<file path="src/rtl/xsx_pkg.sv">
// Shared types, opcodes and helpers for the x86 subset execute core.
`default_nettype none
package xsx_pkg;

  localparam int unsigned PTR_W  = 20;
  localparam int unsigned REG_W  = 16;
  localparam int unsigned IDX_W  = 3;
  localparam int unsigned NREGS  = 8;

  localparam logic [PTR_W-1:0] PTR_RESET = 20'hFE000;

  localparam logic [REG_W-1:0] FLAG_CF = 16'h0001;
  localparam logic [REG_W-1:0] FLAG_ZF = 16'h0040;
  localparam logic [REG_W-1:0] FLAG_SF = 16'h0080;
  localparam logic [REG_W-1:0] FLAG_OF = 16'h0800;
  localparam logic [REG_W-1:0] SIGN_BIT = 16'h8000;

  // Opcodes
  localparam logic [7:0] OP_ADD_RR  = 8'h01;
  localparam logic [7:0] OP_ADD_AX  = 8'h05;
  localparam logic [7:0] OP_SUB_AX  = 8'h2D;
  localparam logic [7:0] OP_XOR_RR  = 8'h31;
  localparam logic [7:0] OP_CMP_RR  = 8'h39;
  localparam logic [7:0] OP_INC_LO  = 8'h40;
  localparam logic [7:0] OP_DEC_LO  = 8'h48;
  localparam logic [7:0] OP_DEC_HI  = 8'h4F;
  localparam logic [7:0] OP_JE      = 8'h74;
  localparam logic [7:0] OP_GRP_I16 = 8'h81;
  localparam logic [7:0] OP_GRP_I8  = 8'h83;
  localparam logic [7:0] OP_NOP     = 8'h90;
  localparam logic [7:0] OP_MOV_LO  = 8'hB8;
  localparam logic [7:0] OP_MOV_HI  = 8'hBF;
  localparam logic [7:0] OP_JMP     = 8'hEB;
  localparam logic [7:0] OP_HLT     = 8'hF4;

  // Group modrm ranges
  localparam logic [7:0] MODRM_ADD_LO = 8'hC0;
  localparam logic [7:0] MODRM_ADD_HI = 8'hC7;
  localparam logic [7:0] MODRM_SUB_LO = 8'hE8;
  localparam logic [7:0] MODRM_SUB_HI = 8'hEF;
  localparam logic [1:0] MOD_REG      = 2'b11;

  typedef enum logic [2:0] {
    ST_OK      = 3'd0,
    ST_HALT    = 3'd1,
    ST_BAD_OP  = 3'd2,
    ST_BAD_MOD = 3'd3,
    ST_BAD_EXT = 3'd4,
    ST_STOPPED = 3'd5
  } status_t;

  // Architectural state update and result of one instruction
  typedef struct packed {
    status_t           status;
    logic [PTR_W-1:0]  next_ptr;
    logic [2:0]        used;
    logic              we;
    logic [IDX_W-1:0]  widx;
    logic [REG_W-1:0]  wval;
    logic [REG_W-1:0]  flags;
    logic              running;
  } exec_res_t;

  // Destination register of an instruction, taken from opcode or modrm (register 0 for the AX forms)
  function automatic logic [IDX_W-1:0] dst_index(input logic [7:0] op, input logic [7:0] b1);
    logic [IDX_W-1:0] idx;
    idx = op[IDX_W-1:0];
    if (op == OP_ADD_RR || op == OP_XOR_RR || op == OP_CMP_RR ||
        op == OP_GRP_I16 || op == OP_GRP_I8) begin
      idx = b1[IDX_W-1:0];
    end else if (op == OP_ADD_AX || op == OP_SUB_AX) begin
      idx = '0;
    end
    return idx;
  endfunction

endpackage
`default_nettype wire

</file>
<file path="src/rtl/x86_subset_instruction_execute_core.sv">
// Top level of the x86 16-bit subset execute core.
// Usage:
//   Input channel (in_valid/in_ready) carries the four instruction bytes
//   fetched at the current instruction pointer; result channel
//   (out_valid/out_ready) returns status, next pointer, bytes consumed,
//   the register write (if any) and the flags word after the instruction.
// Pipeline: the bytes land in an input register at the accepting edge
//   while the two source/destination registers are read from the
//   register file; the instruction then executes and loads the result
//   register as it leaves the input stage, and out_valid rises with it.
// Throughput: one instruction per cycle while out_ready is high. The
//   architectural state (registers, flags, pointer, running flag) updates
//   as the instruction moves into the result register; the register file
//   bypasses that write to the next read, so dependents follow back to back.
// Reset: registers and flags clear, pointer loads 0xFE000, the core runs.
//   After halt or a fault every further item returns status "stopped".
// Stall: when out_ready is low the result holds; one more item may wait in
//   the input register, after which in_ready drops until the result drains.
`default_nettype none
module x86_subset_instruction_execute_core (
  input  wire logic                        clk,
  input  wire logic                        rst_n,
  input  wire logic                        in_valid,
  output logic                             in_ready,
  input  wire logic [7:0]                  in_opcode_byte,
  input  wire logic [7:0]                  in_next_byte_one,
  input  wire logic [7:0]                  in_next_byte_two,
  input  wire logic [7:0]                  in_next_byte_three,
  output logic                             out_valid,
  input  wire logic                        out_ready,
  output logic      [2:0]                  out_status,
  output logic      [xsx_pkg::PTR_W-1:0]   out_next_pointer,
  output logic      [2:0]                  out_bytes_used,
  output logic                             out_write_enable,
  output logic      [xsx_pkg::IDX_W-1:0]   out_write_index,
  output logic      [xsx_pkg::REG_W-1:0]   out_write_value,
  output logic      [xsx_pkg::REG_W-1:0]   out_flags_word
);
  import xsx_pkg::*;

  // Input stage
  logic             s1_valid_r, s1_valid_nxt;
  logic [7:0]       s1_op_r, s1_b1_r, s1_b2_r, s1_b3_r;
  logic             in_fire;
  logic             s1_adv;
  logic             s1_fire;

  // Architectural state
  logic [PTR_W-1:0] ip_r;
  logic [REG_W-1:0] flags_r;
  logic             running_r;

  // Register file read data for the instruction in the input stage
  logic [REG_W-1:0] src_val;
  logic [REG_W-1:0] dst_val;

  exec_res_t        res;

  // Result register
  logic             out_valid_r, out_valid_nxt;
  exec_res_t        out_r;

  assign s1_adv   = !out_valid_r || out_ready;
  assign s1_fire  = s1_valid_r && s1_adv;
  assign in_ready = !s1_valid_r || s1_adv;
  assign in_fire  = in_valid && in_ready;

  always_comb begin
    s1_valid_nxt = s1_valid_r;
    if (in_fire) begin
      s1_valid_nxt = 1'b1;
    end else if (s1_fire) begin
      s1_valid_nxt = 1'b0;
    end
  end

  always_ff @(posedge clk) begin
    if (!rst_n) begin
      s1_valid_r <= 1'b0;
    end else begin
      s1_valid_r <= s1_valid_nxt;
    end
  end

  always_ff @(posedge clk) begin
    if (in_fire) begin
      s1_op_r <= in_opcode_byte;
      s1_b1_r <= in_next_byte_one;
      s1_b2_r <= in_next_byte_two;
      s1_b3_r <= in_next_byte_three;
    end
  end

  xsx_regfile u_regfile (
    .clk       (clk),
    .rst_n     (rst_n),
    .rd_en     (in_fire),
    .rd_addr_a (in_next_byte_one[5:3]),
    .rd_addr_b (dst_index(in_opcode_byte, in_next_byte_one)),
    .rd_data_a (src_val),
    .rd_data_b (dst_val),
    .wr_en     (s1_fire && res.we),
    .wr_addr   (res.widx),
    .wr_data   (res.wval)
  );

  xsx_exec u_exec (
    .opcode_byte (s1_op_r),
    .byte_one    (s1_b1_r),
    .byte_two    (s1_b2_r),
    .byte_three  (s1_b3_r),
    .src_val     (src_val),
    .dst_val     (dst_val),
    .flags       (flags_r),
    .ip          (ip_r),
    .running     (running_r),
    .res         (res)
  );

  // Commit state as the instruction leaves the input stage
  always_ff @(posedge clk) begin
    if (!rst_n) begin
      ip_r      <= PTR_RESET;
      flags_r   <= '0;
      running_r <= 1'b1;
    end else if (s1_fire) begin
      ip_r      <= res.next_ptr;
      flags_r   <= res.flags;
      running_r <= res.running;
    end
  end

  always_comb begin
    out_valid_nxt = out_valid_r;
    if (s1_adv) begin
      out_valid_nxt = s1_valid_r;
    end
  end

  always_ff @(posedge clk) begin
    if (!rst_n) begin
      out_valid_r <= 1'b0;
    end else begin
      out_valid_r <= out_valid_nxt;
    end
  end

  always_ff @(posedge clk) begin
    if (s1_fire) begin
      out_r <= res;
    end
  end

  assign out_valid        = out_valid_r;
  assign out_status       = out_r.status;
  assign out_next_pointer = out_r.next_ptr;
  assign out_bytes_used   = out_r.used;
  assign out_write_enable = out_r.we;
  assign out_write_index  = out_r.widx;
  assign out_write_value  = out_r.wval;
  assign out_flags_word   = out_r.flags;

  // Once stopped, the core never restarts without reset
  a_stop_sticky: assert property (@(posedge clk) disable iff (!rst_n)
    !running_r |=> !running_r)
    else $error("running flag rose without reset");

  // A stopped core answers with the stopped status
  a_stopped_status: assert property (@(posedge clk) disable iff (!rst_n)
    (s1_fire && !running_r) |=> (out_status == ST_STOPPED && !out_write_enable))
    else $error("stopped core produced a live result");

  // A register write only comes with an ok status
  a_write_ok: assert property (@(posedge clk) disable iff (!rst_n)
    (out_valid_r && out_write_enable) |-> (out_status == ST_OK))
    else $error("register write with non-ok status");

  // Pointer moves only when an instruction commits
  a_ip_hold: assert property (@(posedge clk) disable iff (!rst_n)
    !s1_fire |=> $stable(ip_r))
    else $error("instruction pointer changed without commit");

endmodule
`default_nettype wire

</file>
<file path="src/rtl/xsx_regfile.sv">
// Eight-entry general register file: one write port, two registered read ports with bypass.
`default_nettype none
module xsx_regfile (
  input  wire logic                        clk,
  input  wire logic                        rst_n,
  input  wire logic                        rd_en,
  input  wire logic [xsx_pkg::IDX_W-1:0]   rd_addr_a,
  input  wire logic [xsx_pkg::IDX_W-1:0]   rd_addr_b,
  output logic      [xsx_pkg::REG_W-1:0]   rd_data_a,
  output logic      [xsx_pkg::REG_W-1:0]   rd_data_b,
  input  wire logic                        wr_en,
  input  wire logic [xsx_pkg::IDX_W-1:0]   wr_addr,
  input  wire logic [xsx_pkg::REG_W-1:0]   wr_data
);
  import xsx_pkg::*;

  logic [REG_W-1:0] mem_r [NREGS];
  logic [REG_W-1:0] rd_data_a_r;
  logic [REG_W-1:0] rd_data_b_r;

  always_ff @(posedge clk) begin
    if (!rst_n) begin
      for (int i = 0; i < NREGS; i++) begin
        mem_r[i] <= '0;
      end
    end else if (wr_en) begin
      mem_r[wr_addr] <= wr_data;
    end
  end

  // Forward a same-cycle write so the reader sees the newest value
  always_ff @(posedge clk) begin
    if (rd_en) begin
      rd_data_a_r <= (wr_en && wr_addr == rd_addr_a) ? wr_data : mem_r[rd_addr_a];
      rd_data_b_r <= (wr_en && wr_addr == rd_addr_b) ? wr_data : mem_r[rd_addr_b];
    end
  end

  assign rd_data_a = rd_data_a_r;
  assign rd_data_b = rd_data_b_r;

endmodule
`default_nettype wire

</file>
<file path="src/rtl/xsx_exec.sv">
// Combinational execute unit: decodes one instruction and computes result and state update.
`default_nettype none
module xsx_exec (
  input  wire logic [7:0]                  opcode_byte,
  input  wire logic [7:0]                  byte_one,
  input  wire logic [7:0]                  byte_two,
  input  wire logic [7:0]                  byte_three,
  input  wire logic [xsx_pkg::REG_W-1:0]   src_val,
  input  wire logic [xsx_pkg::REG_W-1:0]   dst_val,
  input  wire logic [xsx_pkg::REG_W-1:0]   flags,
  input  wire logic [xsx_pkg::PTR_W-1:0]   ip,
  input  wire logic                        running,
  output xsx_pkg::exec_res_t               res
);
  import xsx_pkg::*;

  status_t          status;
  logic [2:0]       used;
  logic             we;
  logic [REG_W-1:0] wval;
  logic [REG_W-1:0] flags_nxt;
  logic [PTR_W-1:0] disp;
  logic [REG_W-1:0] imm;
  logic [REG_W-1:0] diff;
  logic [IDX_W-1:0] widx;

  assign widx = dst_index(opcode_byte, byte_one);
  assign diff = dst_val - src_val;

  always_comb begin
    status    = ST_OK;
    used      = 3'd1;
    we        = 1'b0;
    wval      = '0;
    flags_nxt = flags;
    disp      = '0;
    imm       = '0;
    priority if (opcode_byte == OP_ADD_RR || opcode_byte == OP_XOR_RR ||
                 opcode_byte == OP_CMP_RR) begin
      used = 3'd2;
      if (byte_one[7:6] != MOD_REG) begin
        status = ST_BAD_MOD;
      end else if (opcode_byte == OP_CMP_RR) begin
        flags_nxt = flags & ~(FLAG_ZF | FLAG_SF | FLAG_CF | FLAG_OF);
        if (diff == '0)              flags_nxt = flags_nxt | FLAG_ZF;
        if ((diff & SIGN_BIT) != '0) flags_nxt = flags_nxt | FLAG_SF;
        if (src_val > dst_val)       flags_nxt = flags_nxt | FLAG_CF;
      end else begin
        we   = 1'b1;
        wval = (opcode_byte == OP_ADD_RR) ? dst_val + src_val : dst_val ^ src_val;
      end
    end else if (opcode_byte == OP_ADD_AX || opcode_byte == OP_SUB_AX) begin
      used = 3'd3;
      we   = 1'b1;
      imm  = {byte_two, byte_one};
      wval = (opcode_byte == OP_ADD_AX) ? dst_val + imm : dst_val - imm;
    end else if (opcode_byte >= OP_INC_LO && opcode_byte <= OP_DEC_HI) begin
      we   = 1'b1;
      wval = (opcode_byte < OP_DEC_LO) ? dst_val + 16'd1 : dst_val - 16'd1;
    end else if (opcode_byte >= OP_MOV_LO && opcode_byte <= OP_MOV_HI) begin
      used = 3'd3;
      we   = 1'b1;
      wval = {byte_two, byte_one};
    end else if (opcode_byte == OP_GRP_I16 || opcode_byte == OP_GRP_I8) begin
      if (opcode_byte == OP_GRP_I16) begin
        used = 3'd4;
        imm  = {byte_three, byte_two};
      end else begin
        used = 3'd3;
        imm  = {{8{byte_two[7]}}, byte_two};
      end
      if (byte_one >= MODRM_ADD_LO && byte_one <= MODRM_ADD_HI) begin
        we   = 1'b1;
        wval = dst_val + imm;
      end else if (byte_one >= MODRM_SUB_LO && byte_one <= MODRM_SUB_HI) begin
        we   = 1'b1;
        wval = dst_val - imm;
      end else begin
        status = ST_BAD_EXT;
      end
    end else if (opcode_byte == OP_JE || opcode_byte == OP_JMP) begin
      used = 3'd2;
      if (opcode_byte == OP_JMP || (flags & FLAG_ZF) != '0) begin
        disp = {{(PTR_W-8){byte_one[7]}}, byte_one};
      end
    end else if (opcode_byte == OP_NOP) begin
      status = ST_OK;
    end else if (opcode_byte == OP_HLT) begin
      status = ST_HALT;
    end else begin
      status = ST_BAD_OP;
    end

    // Drop everything once stopped: pointer and state hold
    if (!running) begin
      res.status   = ST_STOPPED;
      res.next_ptr = ip;
      res.used     = 3'd0;
      res.we       = 1'b0;
      res.widx     = '0;
      res.wval     = '0;
      res.flags    = flags;
      res.running  = 1'b0;
    end else begin
      res.status   = status;
      res.next_ptr = ip + PTR_W'(used) + disp;
      res.used     = used;
      res.we       = we;
      res.widx     = we ? widx : '0;
      res.wval     = we ? wval : '0;
      res.flags    = flags_nxt;
      res.running  = (status == ST_OK);
    end
  end

endmodule
`default_nettype wire
</file>
<file path="config.mk">
export PLATFORM = sky130hd
export DESIGN_NAME = x86_subset_instruction_execute_core
export DESIGN_NICKNAME = d
export VERILOG_FILES = /design/src/rtl/xsx_pkg.sv /design/src/rtl/x86_subset_instruction_execute_core.sv /design/src/rtl/xsx_regfile.sv /design/src/rtl/xsx_exec.sv
export SDC_FILE = /design/constraint.sdc
export NUM_CORES = 1
export LEC_CHECK = 0
export BUFFER_PORTS_ARGS = -buffer_cell sky130_fd_sc_hd__buf_4
export CORE_AREA = 4 4 282 284
export CTS_BUF_LIST = sky130_fd_sc_hd__clkbuf_8
export DETAILED_ROUTE_END_ITERATION = 16
export DIE_AREA = 0 0 286 288
export PLACE_DENSITY = 0.37
export SLEW_MARGIN = 20
export SYNTH_ARGS = -nofsm -noshare
export SYNTH_HDL_FRONTEND = slang
export SYNTH_SLANG_ARGS = --single-unit
export TNS_END_PERCENT = 50
</file>
<file path="constraint.sdc">
create_clock -name clk -period 9.87 [get_ports clk]
set_clock_uncertainty 0.05 [all_clocks]
set_input_delay 1.974 -clock clk [delete_from_list [all_inputs] [get_ports clk]]
set_output_delay 1.974 -clock clk [all_outputs]
set_load 0.05 [all_outputs]
</file>
==> flow_summary.toml, run 1 <==
[clock_network]
post-cts-setup-buffer-count = 0
postCtsHoldBufs = 0
cts_made_buffers = 53
cts_tree = "built"
clkTransAtPathRegs_ps = 70
cts-root-buf = "clkbuf_8"
cts_sinks = 269
post_cts_resized = 0
clock_path_buffers = 3
clk_latency_ps = 670
h-tree-depth = 2

[die]
placementRows = 102
initial_core_util_pct = 24.8
ioPinCount = 100
dieArea_sq_um = 82400
core_sq_um = 77100
fp.dieW_um = 286
die-height_um = 288

[power_and_ir_drop]
p_leak_nw = 8.44
peakVddDrop_mv = 0.0746
power_density_nw_per_um2 = 152

[worst_setup_path]
worstPathMaxFanout = 14
critPathKind = "reg2reg"
critPathArrivalTime_ps = 5760
worstSetupPathDepth = 18
crit_chain = "nor4_1 -> and2_1 -> nor2_1 -> nand2_1 -> nand2_1 -> fa_1 -> ha_1 -> inv_1 -> fa_1 -> nor2b_1 -> o31a_1 -> o21a_1 -> o211ai_1 -> o21ai_0 -> o41ai_1 -> xnor2_1 -> nor2_1 -> xor2_1"
cp-startpoint = "s1_op_r[4]$_DFFE_PP_"
critPathTopFamily = "simple AND/OR/NAND/NOR gates"
start_kind = "register"
crit_required_ps = 10230
cp-end-kind = "register"
max_stage_delay_ps = 670
r2r_cells = 18
cp_slowest_cell = "and2_1"
cp_num_buf_inv = 1
r2r_start = "s1_op_r[4]$_DFFE_PP_"

[route]
drc = 0
drtAntennaViolNets = 0
firstDrtPassIters = 5
wl_per_cell_um = 23.3
vias = 16020
drt_iter0_drc = 1204
viasPerCell = 5.11
drt_wl_total_um = 72900

[synthesis]
avgSynthCellArea_sq_um = 9.60
ys_seq_area_share_pct = 40.8
synthArstFlopShare_pct = 0
ys_ff_latch = 269
netlist_instances = 1991
synth_area_leaders = "edfxtp_1 (38%), ha_1 (8.2%), nand2_1 (4.5%)"
synth_cell_types = 92
yosysWarningCount = 0
yosysMostFrequentCell = "edfxtp_1"
synth_common_cells = "edfxtp_1 (242), nand2_1 (228), nor2_1 (221)"
ys.flop_type = "edfxtp_1"
netlist_area_sq_um = 19100
synth_top_area_cell = "edfxtp_1"
synth-edff-count = 242
synth_top_cell_area_share_pct = 38.0

[status]
status = "complete, no violations"

[sta]
maxSlewViolCount = 0
whs_ps = 416
post-route-min-period_ps = 5410
hold_viol_final = 0
final.setup.tns_ps = 0
worst_slew_pin_slew_ps = 887
setup-violations-final = 0
relSlewSlack_pct = 40.9
max_clock_freq_mhz = 185
grt_setup_unrepaired = "no"
period_share_pct = 54.8

[placement]
place_congestion = 0.856
dp_hpwl_um = 50900
port_buffers = 87

[finish]
nNetsFinal = 2218
fill_cells = 8192
drive_gt1_share_pct = 13.6
syn2layout_area_growth_pct = 15.1

[global_route]
busiest_layer = "met2"
use_met2_pct = 29.1
use_met3_pct = 2.26
grt_pass1_vias = 15984
grt_pass1_wl_um = 108000
grt_overflow = 0
met1_usage_pct = 23.5
antenna_found_initial = 1
grt_max_degree = 65
grt_usage_pct = 17.3

[hold_path]
hold_depth = 2
hp-class = "reg2reg"
min_from = "flags_r[0]$_SDFFE_PN0P_"

[flow_run]
maxCapViolCount = 0
[path summary, 6_finish.rpt]
| kind | end | slack (ps) |
|---|---|---|
| worst max-delay path | out_next_pointer[19]$_DFFE_PP_ | 4460 |
| worst min-delay path | flags_r[0]$_SDFFE_PN0P_ | 420 |
| worst max register to register | out_next_pointer[19]$_DFFE_PP_ | 4460 |
| worst min register to register | flags_r[0]$_SDFFE_PN0P_ | 420 |
[cells by family after synthesis]
group                    Yosys count  share of synthesized area [%]
flip-flops                       269                           40.8
XOR/XNOR                          76                           3.48
AO/OA/AOI/OAI                    471                           16.8
adder cells (fa/ha/maj)          135                           9.23
multiplexers                      82                           6.61
other                              1                         0.0196
AND/OR/NAND/NOR                  736                           18.3
buffers and inverters            221                           4.77
[per-layer routing]
metal / up-vias / share of wire, %
li1: 7428 / -
met1: 7992 / 46
met2: 498 / 47
met3: 102 / 4.7
met4: 0 / 2.6
met5: - / 0
[where the power goes]
part | total, mW | switching (mW) | internal (mW)
Combinational | 0.720 | 0.464 | 0.256
Clock | 1.27 | 0.560 | 0.710
Sequential | 1.36 | 0.0613 | 1.30
[per-stage QoR]
| step | cell area, sq um | util (%) | worst slack [ps] | total power [mW] | cells |
|---|---|---|---|---|---|
| 6_report | 22000 | 28.5 | 4460 | 3.35 | 3132 |
| 5_1_grt | 22000 | 28.5 | 4110 | 3.52 | 3132 |
| 4_1_cts | 22000 | 28.5 | 4490 | 3.40 | 3130 |
| 3_5_place_dp | 20800 | 27.0 | 4370 | 2.10 | 3031 |
| 3_3_place_gp | 20800 | 27.0 | 4460 | 2.10 | 3030 |
| 2_1_floorplan | 19200 | - | 5300 | 1.86 | 2002 |
[state kept, by name, indices dropped and copies added, names as in the netlist, 8 cells and up]
register / count
ip_r: 20
s1_b1_r: 8
u_regfile.rd_data_a: 16
out_write_value: 16
u_regfile.mem_r: 128
out_next_pointer: 20
s1_b3_r: 8
u_regfile.rd_data_b: 16
s1_op_r: 8
s1_b2_r: 8
[cell type report]
type                            instances  area (sq um)  share of cell area, %
Timing Repair Buffer                  119           906                   4.12
Antenna cell                            1          2.50                 0.0114
Sequential cell                       269          7810                   35.5
Multi-Input combinational cell       1512         10500                   47.6
Clock inverter                         40           343                   1.56
Inverter                               92           347                   1.58
Clock buffer                           59           812                   3.69
Tap cell                             1040          1300                   5.91
[worst register-to-register path: cells and delay by family (launching register included)]
family / cells / cell delay, ps
buffers and inverters: 1 / 80
flip-flops: 1 / 560
AO/OA/AOI/OAI: 5 / 1060
adder cells (fa/ha/maj): 3 / 1180
AND/OR/NAND/NOR: 7 / 1820
XOR/XNOR: 2 / 410
[layout by cell type, fill, tap and decap left out, drive strengths merged, types with 9 or more instances in the layout]
cell type	count
a211oi	36
a21boi	15
a21o	27
a21oi	116
a221oi	9
a311oi	14
a31oi	29
and2	17
and3	23
buf	119
clkbuf	59
clkinv	21
conb	12
dfxtp	27
edfxtp	242
fa	10
ha	125
inv	103
mux2	14
mux2i	34
mux4	34
nand2	228
nand2b	24
nand3	58
nand4	15
nor2	223
nor2b	43
nor3	34
nor3b	13
o211ai	16
o21a	24
o21ai	72
o21bai	13
o221ai	9
o22ai	10
o31ai	10
or3	15
xnor2	51
xor2	25
Power figures use the tool's default switching activity.
==> run 2: changes to the inputs <==
==> constraint.sdc (replaced) <==
create_clock -name clk -period 5.4 [get_ports clk]
set_clock_uncertainty 0.05 [all_clocks]
set_input_delay 1.08 -clock clk [delete_from_list [all_inputs] [get_ports clk]]
set_output_delay 1.08 -clock clk [all_outputs]
set_load 0.05 [all_outputs]
==> run 2 against run 1 <==
- flip-flop and latch count unchanged
- utilization increased by 0.29 points
- clock power increased by 57%
- register-to-register slack got worse by 4100 ps
- first-iteration DRC count grew 6.7%
- global-route usage shrank 0.074 points
- non-clock buffer count up 42
- largest power group unchanged
- critical path depth down 5
- routed wire length shrank 0.25%
- die area stayed put
- critical endpoint is now u_regfile.rd_data_a[12]$_DFFE_PP_
==> flow_summary.toml, run 2 (same netlist as run 1, synthesis figures left out) <==
[placement]
place_congestion = 0.868
dp_hpwl_um = 52400
port_buffers = 87
placed_area_sq_um = 21200
dp.cells = 3072

[die]
initial_core_util_pct = 24.8
placementRows = 102
fp.dieW_um = 286
ioPinCount = 100
core_sq_um = 77100
dieArea_sq_um = 82400
die-height_um = 288

[clock_network]
postCtsHoldBufs = 0
clkTransAtPathRegs_ps = 60
cts_sinks = 269
clock_path_buffers = 3
clk_latency_ps = 660
cts_made_buffers = 53
cts_tree = "built"
h-tree-depth = 2
cts-root-buf = "clkbuf_8"

[worst_setup_path]
start_kind = "register"
critPathKind = "reg2reg"
critPathArrivalTime_ps = 5450
crit_required_ps = 5840
worstPathMaxFanout = 14
cp-end-kind = "register"

[power_and_ir_drop]
power_mw = 5.82
clockPowerShare_pct = 34.4
switchingPower_mw = 1.96
power_frac_comb_pct = 23.3
p_int_mw = 3.86
p_seq_share_pct = 42.3
peakVddDrop_mv = 0.166
power_density_nw_per_um2 = 262
p_leak_nw = 8.60
swShare_pct = 33.6

[sta]
post-route-min-period_ps = 5010
final.setup.tns_ps = 0
worst_slew_pin_slew_ps = 893
maxSlewViolCount = 0
max_clock_freq_mhz = 199
hold_viol_final = 0
grt_setup_unrepaired = "no"
period_share_pct = 92.8
relSlewSlack_pct = 38.7
setup-violations-final = 0

[route]
drt_iter0_drc = 1285
vias = 15883
drt_wl_total_um = 72700
viasPerCell = 5.00
firstDrtPassIters = 6
drtAntennaViolNets = 0
wl_per_cell_um = 22.9
drc = 0

[finish]
regMostFlops = "u_regfile.mem_r"
fill_cells = 8218
finish.instance_area_sq_um = 22200
stdcell_count = 3175
largest_reg_flops = 128
syn2layout_area_growth_pct = 16.2
nNetsFinal = 2260
drive_gt1_share_pct = 14.8
regArea_sq_um = 7810
utilization_pct = 28.8
layout_commonest_cell = "edfxtp_1"
multi_input_area_sq_um = 10500
final_cell_mix = "edfxtp_1 (242), nand2_1 (228), nor2_1 (221)"

[global_route]
grt_usage_pct = 17.3
antenna_found_initial = 5
grt_pass1_vias = 16013
met1_usage_pct = 22.7
grt_overflow = 0
busiest_layer = "met2"
use_met3_pct = 3.23
use_met2_pct = 29.1
grt_max_degree = 66
grt_pass1_wl_um = 107000

[flow_run]
maxCapViolCount = 0

[status]
status = "complete, no violations"

[hold_path]
hp-class = "reg2reg"
-- run 2: critical path, cell delays in order, from the launching register on --
cell,delay [ps]
edfxtp_1,580
or3_1,550
a21oi_1,400
inv_1,350
ha_1,430
nor2b_1,160
o31a_1,270
o31a_1,290
o41a_1,350
a31oi_1,270
mux2i_1,210
a211oi_1,90
or3_1,610
a21oi_1,220
-- run 2: layout make-up --
class / instances / share of cell area (%)
antenna: 2 / 0.0225
multi-input combinational: 1512 / 47.1
inverter: 92 / 1.56
timing repair buffer: 161 / 5.83
clock inverter: 44 / 1.05
tap: 1040 / 5.86
sequential: 269 / 35.1
clock buffer: 55 / 3.41
-- run 2: what timing repair did --
item / 4_1_cts / 5_1_grt
endpoints found under the hold margin: 0 / 0
setup endpoints to repair: 0 / 3
gates resized for setup: 0 / 1
buffers inserted: 0 / 2
-- run 2: power by group through the flow --
stage / sequential, mW / combinational, mW / clock [mW]
6_report: 2.46 / 1.35 / 2.00
5_1_grt: 2.47 / 1.48 / 2.19
4_1_cts: 2.47 / 1.36 / 2.09
3_5_place_dp: 2.51 / 1.35 / 0
3_3_place_gp: 2.51 / 1.35 / 0
2_1_floorplan: 2.52 / 0.876 / 0
-- run 2: per-stage QoR --
step	hold slack (ps)	setup slack (ps)
3_5_place_dp	415	419
3_3_place_gp	403	493
4_1_cts	423	405
6_report	422	387
2_1_floorplan	391	971
5_1_grt	446	24.2
-- run 2: worst paths after layout --
path | cells past startpoint | startpoint | slack [ps] | end
worst max-delay path | 13 | s1_op_r[3]$_DFFE_PP_ | 390 | u_regfile.rd_data_a[12]$_DFFE_PP_
worst min-delay path | 2 | flags_r[0]$_SDFFE_PN0P_ | 420 | flags_r[0]$_SDFFE_PN0P_
worst max register to register | 13 | s1_op_r[3]$_DFFE_PP_ | 390 | u_regfile.rd_data_a[12]$_DFFE_PP_
worst min register to register | 2 | flags_r[0]$_SDFFE_PN0P_ | 420 | flags_r[0]$_SDFFE_PN0P_
-- run 2: routing by layer --
metal	share of wire, %	up-vias
li1	-	7504
met4	2.5	4
met3	5.3	94
met2	47	437
met1	45	7844
met5	0.036	-
==> run 3: changes to the inputs <==
--- a/config.mk
+++ b/config.mk
@@ -6,13 +6,14 @@
 export NUM_CORES = 1
 export LEC_CHECK = 0
 export BUFFER_PORTS_ARGS = -buffer_cell sky130_fd_sc_hd__buf_4
-export CORE_AREA = 4 4 282 284
+export CORE_AREA = 4 4 218 380
 export CTS_BUF_LIST = sky130_fd_sc_hd__clkbuf_8
 export DETAILED_ROUTE_END_ITERATION = 16
-export DIE_AREA = 0 0 286 288
+export DIE_AREA = 0 0 222 384
 export PLACE_DENSITY = 0.37
 export SLEW_MARGIN = 20
 export SYNTH_ARGS = -nofsm -noshare
 export SYNTH_HDL_FRONTEND = slang
+export SYNTH_HIERARCHICAL = 1
 export SYNTH_SLANG_ARGS = --single-unit
 export TNS_END_PERCENT = 50
==> run 3 against run 2 <==
- critical path type unchanged
- register-to-register slack lost 180 ps
- design area grew 3.3%
- sequential power grew 8%
- utilization is essentially flat
- highest routed layer is now met4
==> flow_summary.toml, run 3 <==
[clock_network]
postCtsHoldBufs = 0
cts_made_buffers = 48
cts_sinks = 293
clock_path_buffers = 3
h-tree-depth = 2
cts_tree = "built"
clk_latency_ps = 650
clkTransAtPathRegs_ps = 60
cts-root-buf = "clkbuf_8"

[synthesis]
netlist_area_sq_um = 19800
synth_top_cell_area_share_pct = 38.4
synthArstFlopShare_pct = 0
yosysWarningCount = 6
ys_ff_latch = 293
synth_top_area_cell = "edfxtp_1"
syn-num-nets = 1948
ys_seq_area_share_pct = 42.4
synth_common_cells = "edfxtp_1 (254), and2_1 (137), nand2_1 (130)"
yosysMostFrequentCell = "edfxtp_1"
ys.flop_type = "edfxtp_1"
avgSynthCellArea_sq_um = 11.2
synth_cell_types = 86
synth_area_leaders = "edfxtp_1 (38%), mux4_1 (7.9%), ha_1 (7.9%)"
netlist_instances = 1777
synth-edff-count = 254

[global_route]
grt_usage_pct = 15.9
antenna_found_initial = 1
grt_pass1_wl_um = 102000
grt_overflow = 0
grt_pass1_vias = 15556
grt_max_degree = 67

[route]
firstDrtPassIters = 5
drtAntennaViolNets = 0
wl_per_cell_um = 23.4
drt_wl_total_um = 69700
drt_iter0_drc = 699
viasPerCell = 4.93
drc = 0
vias = 14722

[finish]
final_cell_mix = "edfxtp_1 (254), buf_4 (173), and2_1 (136)"
layout_commonest_cell = "edfxtp_1"
finish.instance_area_sq_um = 23000
syn2layout_area_growth_pct = 15.7
drive_gt1_share_pct = 18.1
nNetsFinal = 2072
regMostFlops = "u_regfile/mem_r"
utilization_pct = 28.9
largest_reg_flops = 128
fill_cells = 8184
stdcell_count = 2984

[power_and_ir_drop]
power_density_nw_per_um2 = 254
p_leak_nw = 9.01
peakVddDrop_mv = 0.139
power_mw = 5.84

[worst_setup_path]
crit_required_ps = 5860
critPathArrivalTime_ps = 5650
r2r_start = "s1_op_r[1]$_DFFE_PP_"
cp-startpoint = "s1_op_r[1]$_DFFE_PP_"
worstPathMaxFanout = 12
start_kind = "register"
critPathKind = "reg2reg"
r2r_slack_ps = 200
timing.rr.end = "u_regfile/mem_r[1][8]$_SDFFCE_PN0P_"
cp-end-kind = "register"
r2r_cells = 18
endpoint = "u_regfile/mem_r[1][8]$_SDFFCE_PN0P_"

[die]
fp.dieW_um = 222
die-height_um = 384
dieArea_sq_um = 85200
initial_core_util_pct = 24.9
ioPinCount = 100
core_sq_um = 79500
placementRows = 137

[sta]
relSlewSlack_pct = 21.8
maxSlewViolCount = 0
worst_slew_pin_slew_ps = 1170
whs_ps = 403
hold_viol_final = 0
max_clock_freq_mhz = 192
setup-violations-final = 0
period_share_pct = 96.2
post-route-min-period_ps = 5200

[placement]
place_congestion = 0.863
port_buffers = 99
dp.cells = 2891
placed_area_sq_um = 22000
dp_hpwl_um = 51500

[hold_path]
hp-class = "reg2reg"
min_from = "flags_r[12]$_SDFFE_PN0P_"

[status]
status = "complete, no violations"

[flow_run]
maxCapViolCount = 0
==> run 3: how the worst min path moves through the flow <==
stage / to / slack, ps / cells past startpoint
3_5_place_dp: out_flags_word[12]$_DFFE_PP_ / 390 / 0
4_1_cts: out_flags_word[2]$_DFFE_PP_ / 410 / 0
6_report: out_flags_word[12]$_DFFE_PP_ / 400 / 0
3_3_place_gp: out_flags_word[2]$_DFFE_PP_ / 390 / 0
2_1_floorplan: flags_r[11]$_SDFFE_PN0P_ / 390 / 2
5_1_grt: out_flags_word[1]$_DFFE_PP_ / 420 / 0
==> run 3: layout make-up <==
type                    instances  area, sq um  area share, %
inverters                      86          325           1.42
multi-input cells            1298        10700           46.6
flip-flops and latches        293         8410           36.6
diodes                          1         2.50         0.0109
repair buffers                174         1320           5.75
clock inverters                39          204          0.888
well taps                    1042         1300           5.68
clock buffers                  51          702           3.06
==> run 3: critical path, stage by stage, from the launching register on <==
cell and delay, ps:
edfxtp_1 510, nor4b_4 420, nand2_1 210, nor2_1 240, buf_4 250, a21oi_1 70
xor2_1 170, ha_1 240, nor3_1 330, o21ai_0 200, o21ai_0 280, o21bai_1 150
xnor2_1 150, o21ai_0 160, buf_4 150, a31oi_1 60, a211oi_1 970, buf_4 290
and2_1 130
==> run 3: stage by stage <==
| stage | setup slack (ps) | TNS (ps) |
|---|---|---|
| 6_report | 205 | 0 |
| 5_1_grt | -5.74 | -5.74 |
| 4_1_cts | 199 | 0 |
| 3_5_place_dp | 239 | 0 |
| 3_3_place_gp | 257 | 0 |
| 2_1_floorplan | 647 | 0 |
==> run 3: cells by family (layout without fill, tap and decap cells) <==
family | Yosys count | after routing | synth area share (%)
xor gates and xnor gates | 83 | 83 | 3.66
other | 0 | 1 | 0
and+or+nand+nor | 543 | 543 | 14.0
adders and majority gates | 135 | 135 | 8.89
AOI/OAI and AO/OA | 389 | 389 | 13.4
muxes | 148 | 148 | 13.4
buffers and inverters | 186 | 350 | 4.22
DFF | 293 | 293 | 42.4
==> run 3: repair_timing <==
action                                 4_1_cts  5_1_grt
setup buffers                                0        2
resized for setup                            0        5
endpoints found under the hold margin        0        0
setup endpoints to repair                    0        4
==> run 3: where the power goes <==
part / internal [mW] / switching (mW)
Clock: 0.929 / 0.979
Sequential: 2.56 / 0.0886
Combinational: 0.505 / 0.773
==> run 3: routing by layer <==
layer	vias up	global-route usage (%)	wire, um	part of all wire (%)
met4	0	7.24	3390	4.9
met2	311	34.1	41400	59
met1	7331	14.5	23000	33
li1	6948	-	-	-
met3	132	1.80	1910	2.7
met5	-	0	0	0
